$ cat config.mk
export PLATFORM = sky130hd
export DESIGN_NAME = rpc_accum_flat
export DESIGN_NICKNAME = d
export VERILOG_FILES = /design/src/hw/rtl/rpc_pkg.sv /design/src/hw/rtl/rpc_in_if.sv /design/src/hw/rtl/rpc_accum.sv /design/src/flat_wrapper.sv
export SDC_FILE = /design/constraint.sdc
export NUM_CORES = 1
export LEC_CHECK = 0
export BUFFER_PORTS_ARGS = -buffer_cell sky130_fd_sc_hd__buf_2
export CORE_ASPECT_RATIO = 0.8
export CORE_MARGIN = 2
export CORE_UTILIZATION = 55
export CTS_BUF_LIST = sky130_fd_sc_hd__clkbuf_16
export DETAILED_ROUTE_END_ITERATION = 8
export PLACE_DENSITY = 0.88
export SLEW_MARGIN = 10
export SYNTH_ARGS = -nofsm -noshare
export SYNTH_HDL_FRONTEND = slang
export SYNTH_SLANG_ARGS = --single-unit
$ cat constraint.sdc
create_clock -name i_clk -period 5.3 [get_ports i_clk]
set_clock_uncertainty 0.1 [all_clocks]
set_input_delay 1.59 -clock i_clk [delete_from_list [all_inputs] [get_ports i_clk]]
set_output_delay 1.59 -clock i_clk [all_outputs]
set_load 0.005 [all_outputs]
$ cat src/hw/rtl/rpc_pkg.sv
// Package for the RMAP reply packet checker: widths, header positions,
// instruction and failure bit codes, the snapshot struct and the CRC-8 step.
// No dependencies; imported by every module of the block.
`timescale 1ns / 1ps
`default_nettype none

package rpc_pkg;

    // Byte counter width (saturating count of packet bytes, up to 2^25-1)
    localparam int LENGTH_BITS = 25;
    // Width used for the data-length plus header compare
    localparam int DLEN_SUM_W  = 25;
    localparam int FAIL_W      = 10;
    localparam int CFG_IDX_W   = 2;

    typedef logic [LENGTH_BITS-1:0] t_count;
    typedef logic [DLEN_SUM_W-1:0]  t_dsum;
    typedef logic [FAIL_W-1:0]      t_fail;
    typedef logic [CFG_IDX_W-1:0]   t_cfg_idx;

    localparam t_count COUNT_MAX = {LENGTH_BITS{1'b1}};

    // Header byte positions in a reply packet
    localparam t_count POS_DEST    = t_count'(0);
    localparam t_count POS_PROTO   = t_count'(1);
    localparam t_count POS_INSTR   = t_count'(2);
    localparam t_count POS_STATUS  = t_count'(3);
    localparam t_count POS_SOURCE  = t_count'(4);
    localparam t_count POS_TID_HI  = t_count'(5);
    localparam t_count POS_TID_LO  = t_count'(6);
    localparam t_count POS_DLEN_HI = t_count'(8);
    localparam t_count POS_DLEN_MD = t_count'(9);
    localparam t_count POS_DLEN_LO = t_count'(10);
    localparam t_count POS_HDR_END = t_count'(11);

    // Packet lengths
    localparam t_count LEN_WRITE_REPLY = t_count'(8);
    localparam t_count LEN_MIN_READ    = t_count'(13);
    localparam t_dsum  DSUM_HDR_LEN    = t_dsum'(13);

    // Header constants
    localparam logic [7:0] PROTOCOL_RMAP      = 8'h01;
    localparam logic [7:0] STATUS_UNUSED_TYPE = 8'h02;

    // Instruction field bits
    localparam logic [7:0] INS_TYPE_MASK = 8'hC0;
    localparam int         INS_WRITE     = 5;
    localparam int         INS_VERIFY    = 4;
    localparam int         INS_REPLY     = 3;
    localparam logic [7:0] INS_ADDR_MASK = 8'h03;

    // Failure mask bit positions
    localparam int FB_EEP      = 0;
    localparam int FB_TRUNC    = 1;
    localparam int FB_LENGTH   = 2;
    localparam int FB_CRC      = 3;
    localparam int FB_DEST     = 4;
    localparam int FB_PROTO    = 5;
    localparam int FB_INSTR    = 6;
    localparam int FB_REJECTED = 7;
    localparam int FB_SOURCE   = 8;
    localparam int FB_DLEN     = 9;

    // Configuration register indexes
    localparam t_cfg_idx CFG_OWN_ADDRESS    = t_cfg_idx'(0);
    localparam t_cfg_idx CFG_TARGET_ADDRESS = t_cfg_idx'(1);

    // Final packet state handed from the accumulator to the checker
    typedef struct packed {
        t_count      len;
        logic        crc_zero;
        logic        hdr_crc_zero;
        logic        eep;
        logic        trunc;
        logic [7:0]  dest;
        logic [7:0]  proto;
        logic [7:0]  instr;
        logic [7:0]  status;
        logic [7:0]  source;
        logic [15:0] tid;
        logic [23:0] dlen;
    } t_snap;

    // One byte of the RMAP CRC-8 (reflected x^8+x^2+x+1, LSB first)
    function automatic logic [7:0] crc8_update(input logic [7:0] crc, input logic [7:0] b);
        logic [7:0] c;
        c = crc ^ b;
        for (int k = 0; k < 8; k++) begin
            if (c[0]) begin
                c = (c >> 1) ^ 8'hE0;
            end else begin
                c = c >> 1;
            end
        end
        return c;
    endfunction

endpackage

`default_nettype wire

$ cat src/hw/rtl/rpc_in_if.sv
// Input channel of the RMAP reply packet checker: one packet byte per transaction.
// Depends on nothing.
`timescale 1ns / 1ps
`default_nettype none

interface rpc_in_if;
    logic       valid;
    logic       ready;
    logic [7:0] data_byte;
    logic       last_byte;
    logic       ended_by_eep;
    logic       was_truncated;

    modport source (output valid, data_byte, last_byte, ended_by_eep, was_truncated,
                    input ready);
    modport sink   (input valid, data_byte, last_byte, ended_by_eep, was_truncated,
                    output ready);
endinterface

`default_nettype wire

$ cat src/hw/rtl/rpc_accum.sv
// Per-byte accumulator: running CRC, saturating byte count, header capture.
// On the last byte it registers a snapshot of the packet and clears itself.
// Depends on rpc_pkg and rpc_in_if.
`timescale 1ns / 1ps
`default_nettype none

module rpc_accum
    import rpc_pkg::*;
(
    input  wire   i_clk,
    input  wire   i_rst_n,
    rpc_in_if.sink i_in,
    input  wire   i_snap_ready,
    output logic  o_snap_valid,
    output t_snap o_snap
);

    logic [7:0]  r_crc, n_crc;
    logic        r_hcz, n_hcz;
    t_count      r_count, n_count;
    logic [7:0]  r_dest, n_dest;
    logic [7:0]  r_proto, n_proto;
    logic [7:0]  r_instr, n_instr;
    logic [7:0]  r_status, n_status;
    logic [7:0]  r_source, n_source;
    logic [15:0] r_tid, n_tid;
    logic [23:0] r_dlen, n_dlen;
    logic        r_snap_valid;
    t_snap       r_snap, n_snap;
    logic        in_acc;

    // Take a byte unless a finished snapshot is stuck
    assign i_in.ready = !r_snap_valid || i_snap_ready;
    assign in_acc     = i_in.valid && i_in.ready;

    // Header capture by byte position
    always_comb begin
        n_dest   = r_dest;
        n_proto  = r_proto;
        n_instr  = r_instr;
        n_status = r_status;
        n_source = r_source;
        n_tid    = r_tid;
        n_dlen   = r_dlen;
        unique case (r_count)
            POS_DEST:    n_dest        = i_in.data_byte;
            POS_PROTO:   n_proto       = i_in.data_byte;
            POS_INSTR:   n_instr       = i_in.data_byte;
            POS_STATUS:  n_status      = i_in.data_byte;
            POS_SOURCE:  n_source      = i_in.data_byte;
            POS_TID_HI:  n_tid[15:8]   = i_in.data_byte;
            POS_TID_LO:  n_tid[7:0]    = i_in.data_byte;
            POS_DLEN_HI: n_dlen[23:16] = i_in.data_byte;
            POS_DLEN_MD: n_dlen[15:8]  = i_in.data_byte;
            POS_DLEN_LO: n_dlen[7:0]   = i_in.data_byte;
            default: ;
        endcase
    end

    // CRC, header CRC flag and saturating count
    always_comb begin
        n_crc   = crc8_update(r_crc, i_in.data_byte);
        n_hcz   = (r_count == POS_HDR_END) ? (n_crc == 8'h00) : r_hcz;
        n_count = (r_count != COUNT_MAX) ? r_count + t_count'(1) : r_count;
    end

    // Snapshot of the finished packet
    always_comb begin
        n_snap.len          = n_count;
        n_snap.crc_zero     = (n_crc == 8'h00);
        n_snap.hdr_crc_zero = n_hcz;
        n_snap.eep          = i_in.ended_by_eep;
        n_snap.trunc        = i_in.was_truncated;
        n_snap.dest         = n_dest;
        n_snap.proto        = n_proto;
        n_snap.instr        = n_instr;
        n_snap.status       = n_status;
        n_snap.source       = n_source;
        n_snap.tid          = n_tid;
        n_snap.dlen         = n_dlen;
    end

    // Running packet state; cleared after the last byte
    always_ff @(posedge i_clk) begin
        if (!i_rst_n) begin
            r_crc    <= '0;
            r_hcz    <= 1'b0;
            r_count  <= '0;
            r_dest   <= '0;
            r_proto  <= '0;
            r_instr  <= '0;
            r_status <= '0;
            r_source <= '0;
            r_tid    <= '0;
            r_dlen   <= '0;
        end else if (in_acc) begin
            if (i_in.last_byte) begin
                r_crc    <= '0;
                r_hcz    <= 1'b0;
                r_count  <= '0;
                r_dest   <= '0;
                r_proto  <= '0;
                r_instr  <= '0;
                r_status <= '0;
                r_source <= '0;
                r_tid    <= '0;
                r_dlen   <= '0;
            end else begin
                r_crc    <= n_crc;
                r_hcz    <= n_hcz;
                r_count  <= n_count;
                r_dest   <= n_dest;
                r_proto  <= n_proto;
                r_instr  <= n_instr;
                r_status <= n_status;
                r_source <= n_source;
                r_tid    <= n_tid;
                r_dlen   <= n_dlen;
            end
        end
    end

    // Snapshot handshake
    always_ff @(posedge i_clk) begin
        if (!i_rst_n) begin
            r_snap_valid <= 1'b0;
        end else if (in_acc && i_in.last_byte) begin
            r_snap_valid <= 1'b1;
        end else if (i_snap_ready) begin
            r_snap_valid <= 1'b0;
        end
    end

    always_ff @(posedge i_clk) begin
        if (in_acc && i_in.last_byte) begin
            r_snap <= n_snap;
        end
    end

    assign o_snap_valid = r_snap_valid;
    assign o_snap       = r_snap;

endmodule

`default_nettype wire

$ cat src/flat_wrapper.sv
// flat-port wrapper written by rule: the top's interface ports become plain ports
module rpc_accum_flat import rpc_pkg::*;
  (i_clk, i_rst_n, i_snap_ready, o_snap_valid, o_snap, i_in_valid, i_in_data_byte, i_in_last_byte, i_in_ended_by_eep, i_in_was_truncated, i_in_ready);
  rpc_in_if i_in_i ();
  input  wire i_clk;
  input  wire i_rst_n;
  input  wire i_snap_ready;
  output logic o_snap_valid;
  output t_snap o_snap;
  input wire logic [$bits(i_in_i.valid)-1:0] i_in_valid;
  input wire logic [$bits(i_in_i.data_byte)-1:0] i_in_data_byte;
  input wire logic [$bits(i_in_i.last_byte)-1:0] i_in_last_byte;
  input wire logic [$bits(i_in_i.ended_by_eep)-1:0] i_in_ended_by_eep;
  input wire logic [$bits(i_in_i.was_truncated)-1:0] i_in_was_truncated;
  output wire logic [$bits(i_in_i.ready)-1:0] i_in_ready;
  assign i_in_i.valid = i_in_valid;
  assign i_in_i.data_byte = i_in_data_byte;
  assign i_in_i.last_byte = i_in_last_byte;
  assign i_in_i.ended_by_eep = i_in_ended_by_eep;
  assign i_in_i.was_truncated = i_in_was_truncated;
  assign i_in_ready = i_in_i.ready;
  rpc_accum u_core (.i_clk(i_clk), .i_rst_n(i_rst_n), .i_in(i_in_i), .i_snap_ready(i_snap_ready), .o_snap_valid(o_snap_valid), .o_snap(o_snap));
endmodule
==> tab_implementation.tex <==
\begin{tabular}{lr}
\hline
Metric & Value \\
\hline
\multicolumn{2}{l}{\textbf{Yosys}} \\
\quad Number of flops mapped to enable cells by yosys & between 100 and 150 \\
\quad Cell with the most instances after synthesis & sky130\_fd\_sc\_hd\_\_dfxtp\_1 \\
\quad Number of distinct library cells after synthesis & 60 \\
\quad Top cells by area, synth & sky130\_fd\_sc\_hd\_\_edfxtp\_1 (33\%), sky130\_fd\_sc\_hd\_\_dfxtp\_1 (23\%), sky130\_fd\_sc\_hd\_\_mux2\_2 (9.4\%) \\
\quad Mapped Area & 9941 um\^{}2 \\
\quad Post-synthesis sequential element count & 224 \\
\quad Synth cell count leaders & sky130\_fd\_sc\_hd\_\_dfxtp\_1 (115), sky130\_fd\_sc\_hd\_\_edfxtp\_1 (109), sky130\_fd\_sc\_hd\_\_mux2\_2 (83) \\
\quad Synthesized instance count & 814 \\
\quad Post-synth top flop & sky130\_fd\_sc\_hd\_\_dfxtp\_1 \\
\quad Mean instance size in the synthesized netlist & 12.21 um\^{}2 \\
\quad Share of synthesized registers carrying an async set or reset & 0\% \\
\quad Yosys warnings & 0 \\
\quad Share of synthesized area occupied by flip-flops and latches & around 56\% \\
\quad Synthesized netlist net count & 834 \\
\quad Cell accounting for the most synthesized area & sky130\_fd\_sc\_hd\_\_edfxtp\_1 \\
\quad Share of the synthesized area in the top cell type & 32.93\% \\
\multicolumn{2}{l}{\textbf{Global route}} \\
\quad First-pass GRT wire length & 36700 um \\
\quad Vias in the first global route & 6731 \\
\quad Global-route usage over all layers & 23.74\% \\
\quad Total congestion overflow after global routing & 0 \\
\quad Maximum number of pins on one net before global-route repair & 65 \\
\quad Initial antenna violation count & 1 \\
\multicolumn{2}{l}{\textbf{Routing}} \\
\quad Uppermost signal routing layer after detailed routing & met4 \\
\quad Metal-1 WL & between 10000 and 15000 um \\
\quad Post-detailed-route count of antenna-violating nets & 0 \\
\quad Total iterations of the first detailed-routing run & 6 \\
\quad Sum of met3 wire segment lengths after detailed routing & roughly 1800 um \\
\quad WL final & 23220 um \\
\quad Routed via count divided by cell count & around 6.2 \\
\quad Post-route DRC & 0 \\
\quad Via count & 7140 \\
\quad Sum of met2 wire segment lengths after detailed routing & 10530 um \\
\quad Iteration-0 DRC Markers & 780 \\
\quad Routed wire length per instance & between 20 and 25 um \\
\multicolumn{2}{l}{\textbf{Layout}} \\
\quad Final Net Count & 927 \\
\quad Diodes inserted & 0 \\
\quad Growth of design area from synthesis to finish & 14.30\% \\
\quad Share of layout cells above drive strength 1 & between 30\% and 40\% \\
\multicolumn{2}{l}{\textbf{Timing}} \\
\quad Transition time at the pin with the least slew margin & 0.8510 ns \\
\quad Crit share post-route & 70.10\% \\
\quad Number of slew-limit violations in the final report & 0 \\
\quad Fmax & 269.2 MHz \\
\quad Unrepaired setup endpoints after global routing & no \\
\quad Final critical-path required period & 3.715 ns \\
\quad Max-Slew Margin vs Limit & between 40\% and 50\% \\
\quad Total Negative Setup Slacks & 0 ns \\
\quad Hold violation count in the final report & 0 \\
\quad Setup-violating endpoint count in the final report & 0 \\
\quad Final Worst Setup Slack & 1.585 ns \\
\multicolumn{2}{l}{\textbf{Critical path}} \\
\quad Kind of critical path & primary input to output port \\
\quad Required time of the worst setup path & between 3 and 4 ns \\
\quad Max stage delay on crit path & 0.19 ns \\
\quad Worst Path Arrival & 2.03 ns \\
\quad Most numerous cell on the critical path & sky130\_fd\_sc\_hd\_\_buf\_2 \\
\quad Slowest cell on crit path & sky130\_fd\_sc\_hd\_\_nand2b\_1 \\
\quad Crit-path cells & buf\_2 > nand2b\_1 > buf\_2 \\
\quad Worst Path Max Fanout & 5 \\
\quad Setup crit start kind & primary input \\
\quad Critical Path End Type & output port \\
\multicolumn{2}{l}{\textbf{Clock network}} \\
\quad Hold\_buf cts & 0 \\
\quad Post-CTS setup repair buffer count & 0 \\
\quad Clock slew seen by the registers of the worst setup and hold paths & about 0.060 ns \\
\quad CTS tree & done \\
\quad Gates resized, CTS repair & 0 \\
\quad H-tree lvl count & 1 \\
\quad Number of CTS-inserted buffers & 23 \\
\quad CTS Buffer Depth & 3 \\
\quad Clock latency of the later-clocked register in the worst-skew pair & 0.49 ns \\
\quad Clk root buf & sky130\_fd\_sc\_hd\_\_clkbuf\_16 \\
\quad Number of sinks on the clock net & around 220 \\
\multicolumn{2}{l}{\textbf{Floorplan}} \\
\quad Core footprint & 17540 um\^{}2 \\
\quad Number of rows created at floorplan & 43 \\
\quad Chip width & about 150 um \\
\quad Vertical die dimension & 124.2 um \\
\quad Die Outline Area & 19170 um\^{}2 \\
\quad Number of top-level pins & around 130 \\
\quad Starting density of the core & between 50\% and 60\% \\
\multicolumn{2}{l}{\textbf{Run}} \\
\quad Max-cap violations & 0 \\
\multicolumn{2}{l}{\textbf{Pwr}} \\
\quad Leakage dissipation & $\sim$4.3 nW \\
\quad Worst voltage drop across the vdd grid & 213.8 uV \\
\quad Power Dens Cells & 331.4 nW/um\^{}2 \\
\multicolumn{2}{l}{\textbf{Placed design}} \\
\quad Post-detailed-placement half-perimeter wirelength & 14600 um \\
\quad RD Place Congestion & 0.9174 \\
\quad Port Buffers & 125 \\
\quad Pre-CTS worst setup slack & 1.325 ns \\
\multicolumn{2}{l}{\textbf{Min path}} \\
\quad Hold WC Path Type & register to register \\
\multicolumn{2}{l}{\textbf{Status}} \\
\quad Result of the run & finished, final reports clean \\
\hline
\end{tabular}
## power breakdown
part | internal [mW] | switching, mW
Sequential | 1.86 | 0.0202
Clock | 0.967 | 0.643
Combinational | 0.0975 | 0.180
Total | 2.92 | 0.843
## routing by layer
layer	up-vias	global-route usage [%]
li1	3265	-
met1	3473	34.46
met2	355	36.82
met3	47	3.799
met4	0	7.407
met5	-	0
## layout by cell type (no fill, tap or decap), drive strengths merged, types with 3 or more instances in the layout
master,netlist,layout
edfxtp,109,109
a21boi,3,3
or4,10,10
and3,5,5
a31oi,10,10
nand3,48,48
clkbuf,32,24
nor3,12,12
nor4,19,19
nor2b,4,4
o21ai,38,38
or2,3,3
o211ai,4,4
mux2,83,83
a21oi,17,17
inv,10,14
xor2,13,13
o311ai,4,4
nand4,15,15
and4,5,5
a22oi,4,4
and2,7,7
o22ai,9,9
bufinv,0,3
nor2,32,32
mux2i,3,3
clkinv,0,9
a22o,48,48
buf,29,129
o21a,3,3
nand2,55,55
or3,9,9
dfxtp,115,115
ha,5,5
xnor2,32,32
## cell type report
class	instances	area [um^2]
clock inverters	17	160.2
fillers	1282	6177
well taps	225	281.5
multi-input cells	519	4036
inverters	10	40.04
flip-flops and latches	224	5575
repair buffers	129	668.1
clock buffers	24	600.6
## state kept, by name, indices dropped and copies added (netlist names)
| name | flops |
|---|---|
| u_core.o_snap | 109 |
| u_core.r_dlen | 24 |
| u_core.r_crc | 8 |
| u_core.r_status | 8 |
| u_core.r_proto | 8 |
| u_core.r_hcz | 1 |
| u_core.r_dest | 8 |
| u_core.r_source | 8 |
| u_core.r_count | 25 |
| u_core.r_tid | 16 |
| u_core.r_instr | 8 |
| u_core.o_snap_valid | 1 |
## stage by stage
stage	cell area, um^2	utilization (%)	cells	hold slack [ns]	power, mW
floorplan	9941	-	814	0.3362	2.099
global placement	10600	60.44	1107	0.3426	2.177
detailed placement	10600	60.44	1107	0.3496	2.183
CTS	11360	64.78	1148	0.3581	3.786
global route	11360	64.78	1148	0.3794	3.884
finish	11360	64.78	1148	0.3533	3.765
## logic make-up (layout without fill, tap and decap cells)
kind of cell,after synthesis,after routing,synth area share [%]
simple gates,227,227,14.78
flops,224,224,56.09
xor+xnor,45,45,3.965
mux,86,86,9.704
fa+ha+maj,5,5,0.6293
compound gates,156,156,11.53
buf+inv,71,180,3.310
## critical path: cells and delay by family
family / cells / cell delay, ns
buffers and inverters: 2 / 0.24
and+or+nand+nor: 1 / 0.19
## worst paths after layout
path | from | endpoint | slack [ns] | cells past startpoint
max | i_snap_ready | i_in_ready | 1.58 | 3
min reg2reg | u_core.r_dlen[22]$_SDFFE_PN0P_ | u_core.r_dlen[22]$_SDFFE_PN0P_ | 0.35 | 2
max reg2reg | u_core.r_count[20]$_SDFFE_PN0P_ | u_core.o_snap[49]$_DFFE_PP_ | 2.32 | 4
min | u_core.r_dlen[22]$_SDFFE_PN0P_ | u_core.r_dlen[22]$_SDFFE_PN0P_ | 0.35 | 2
No activity file was read; power rests on OpenSTA's default activity.
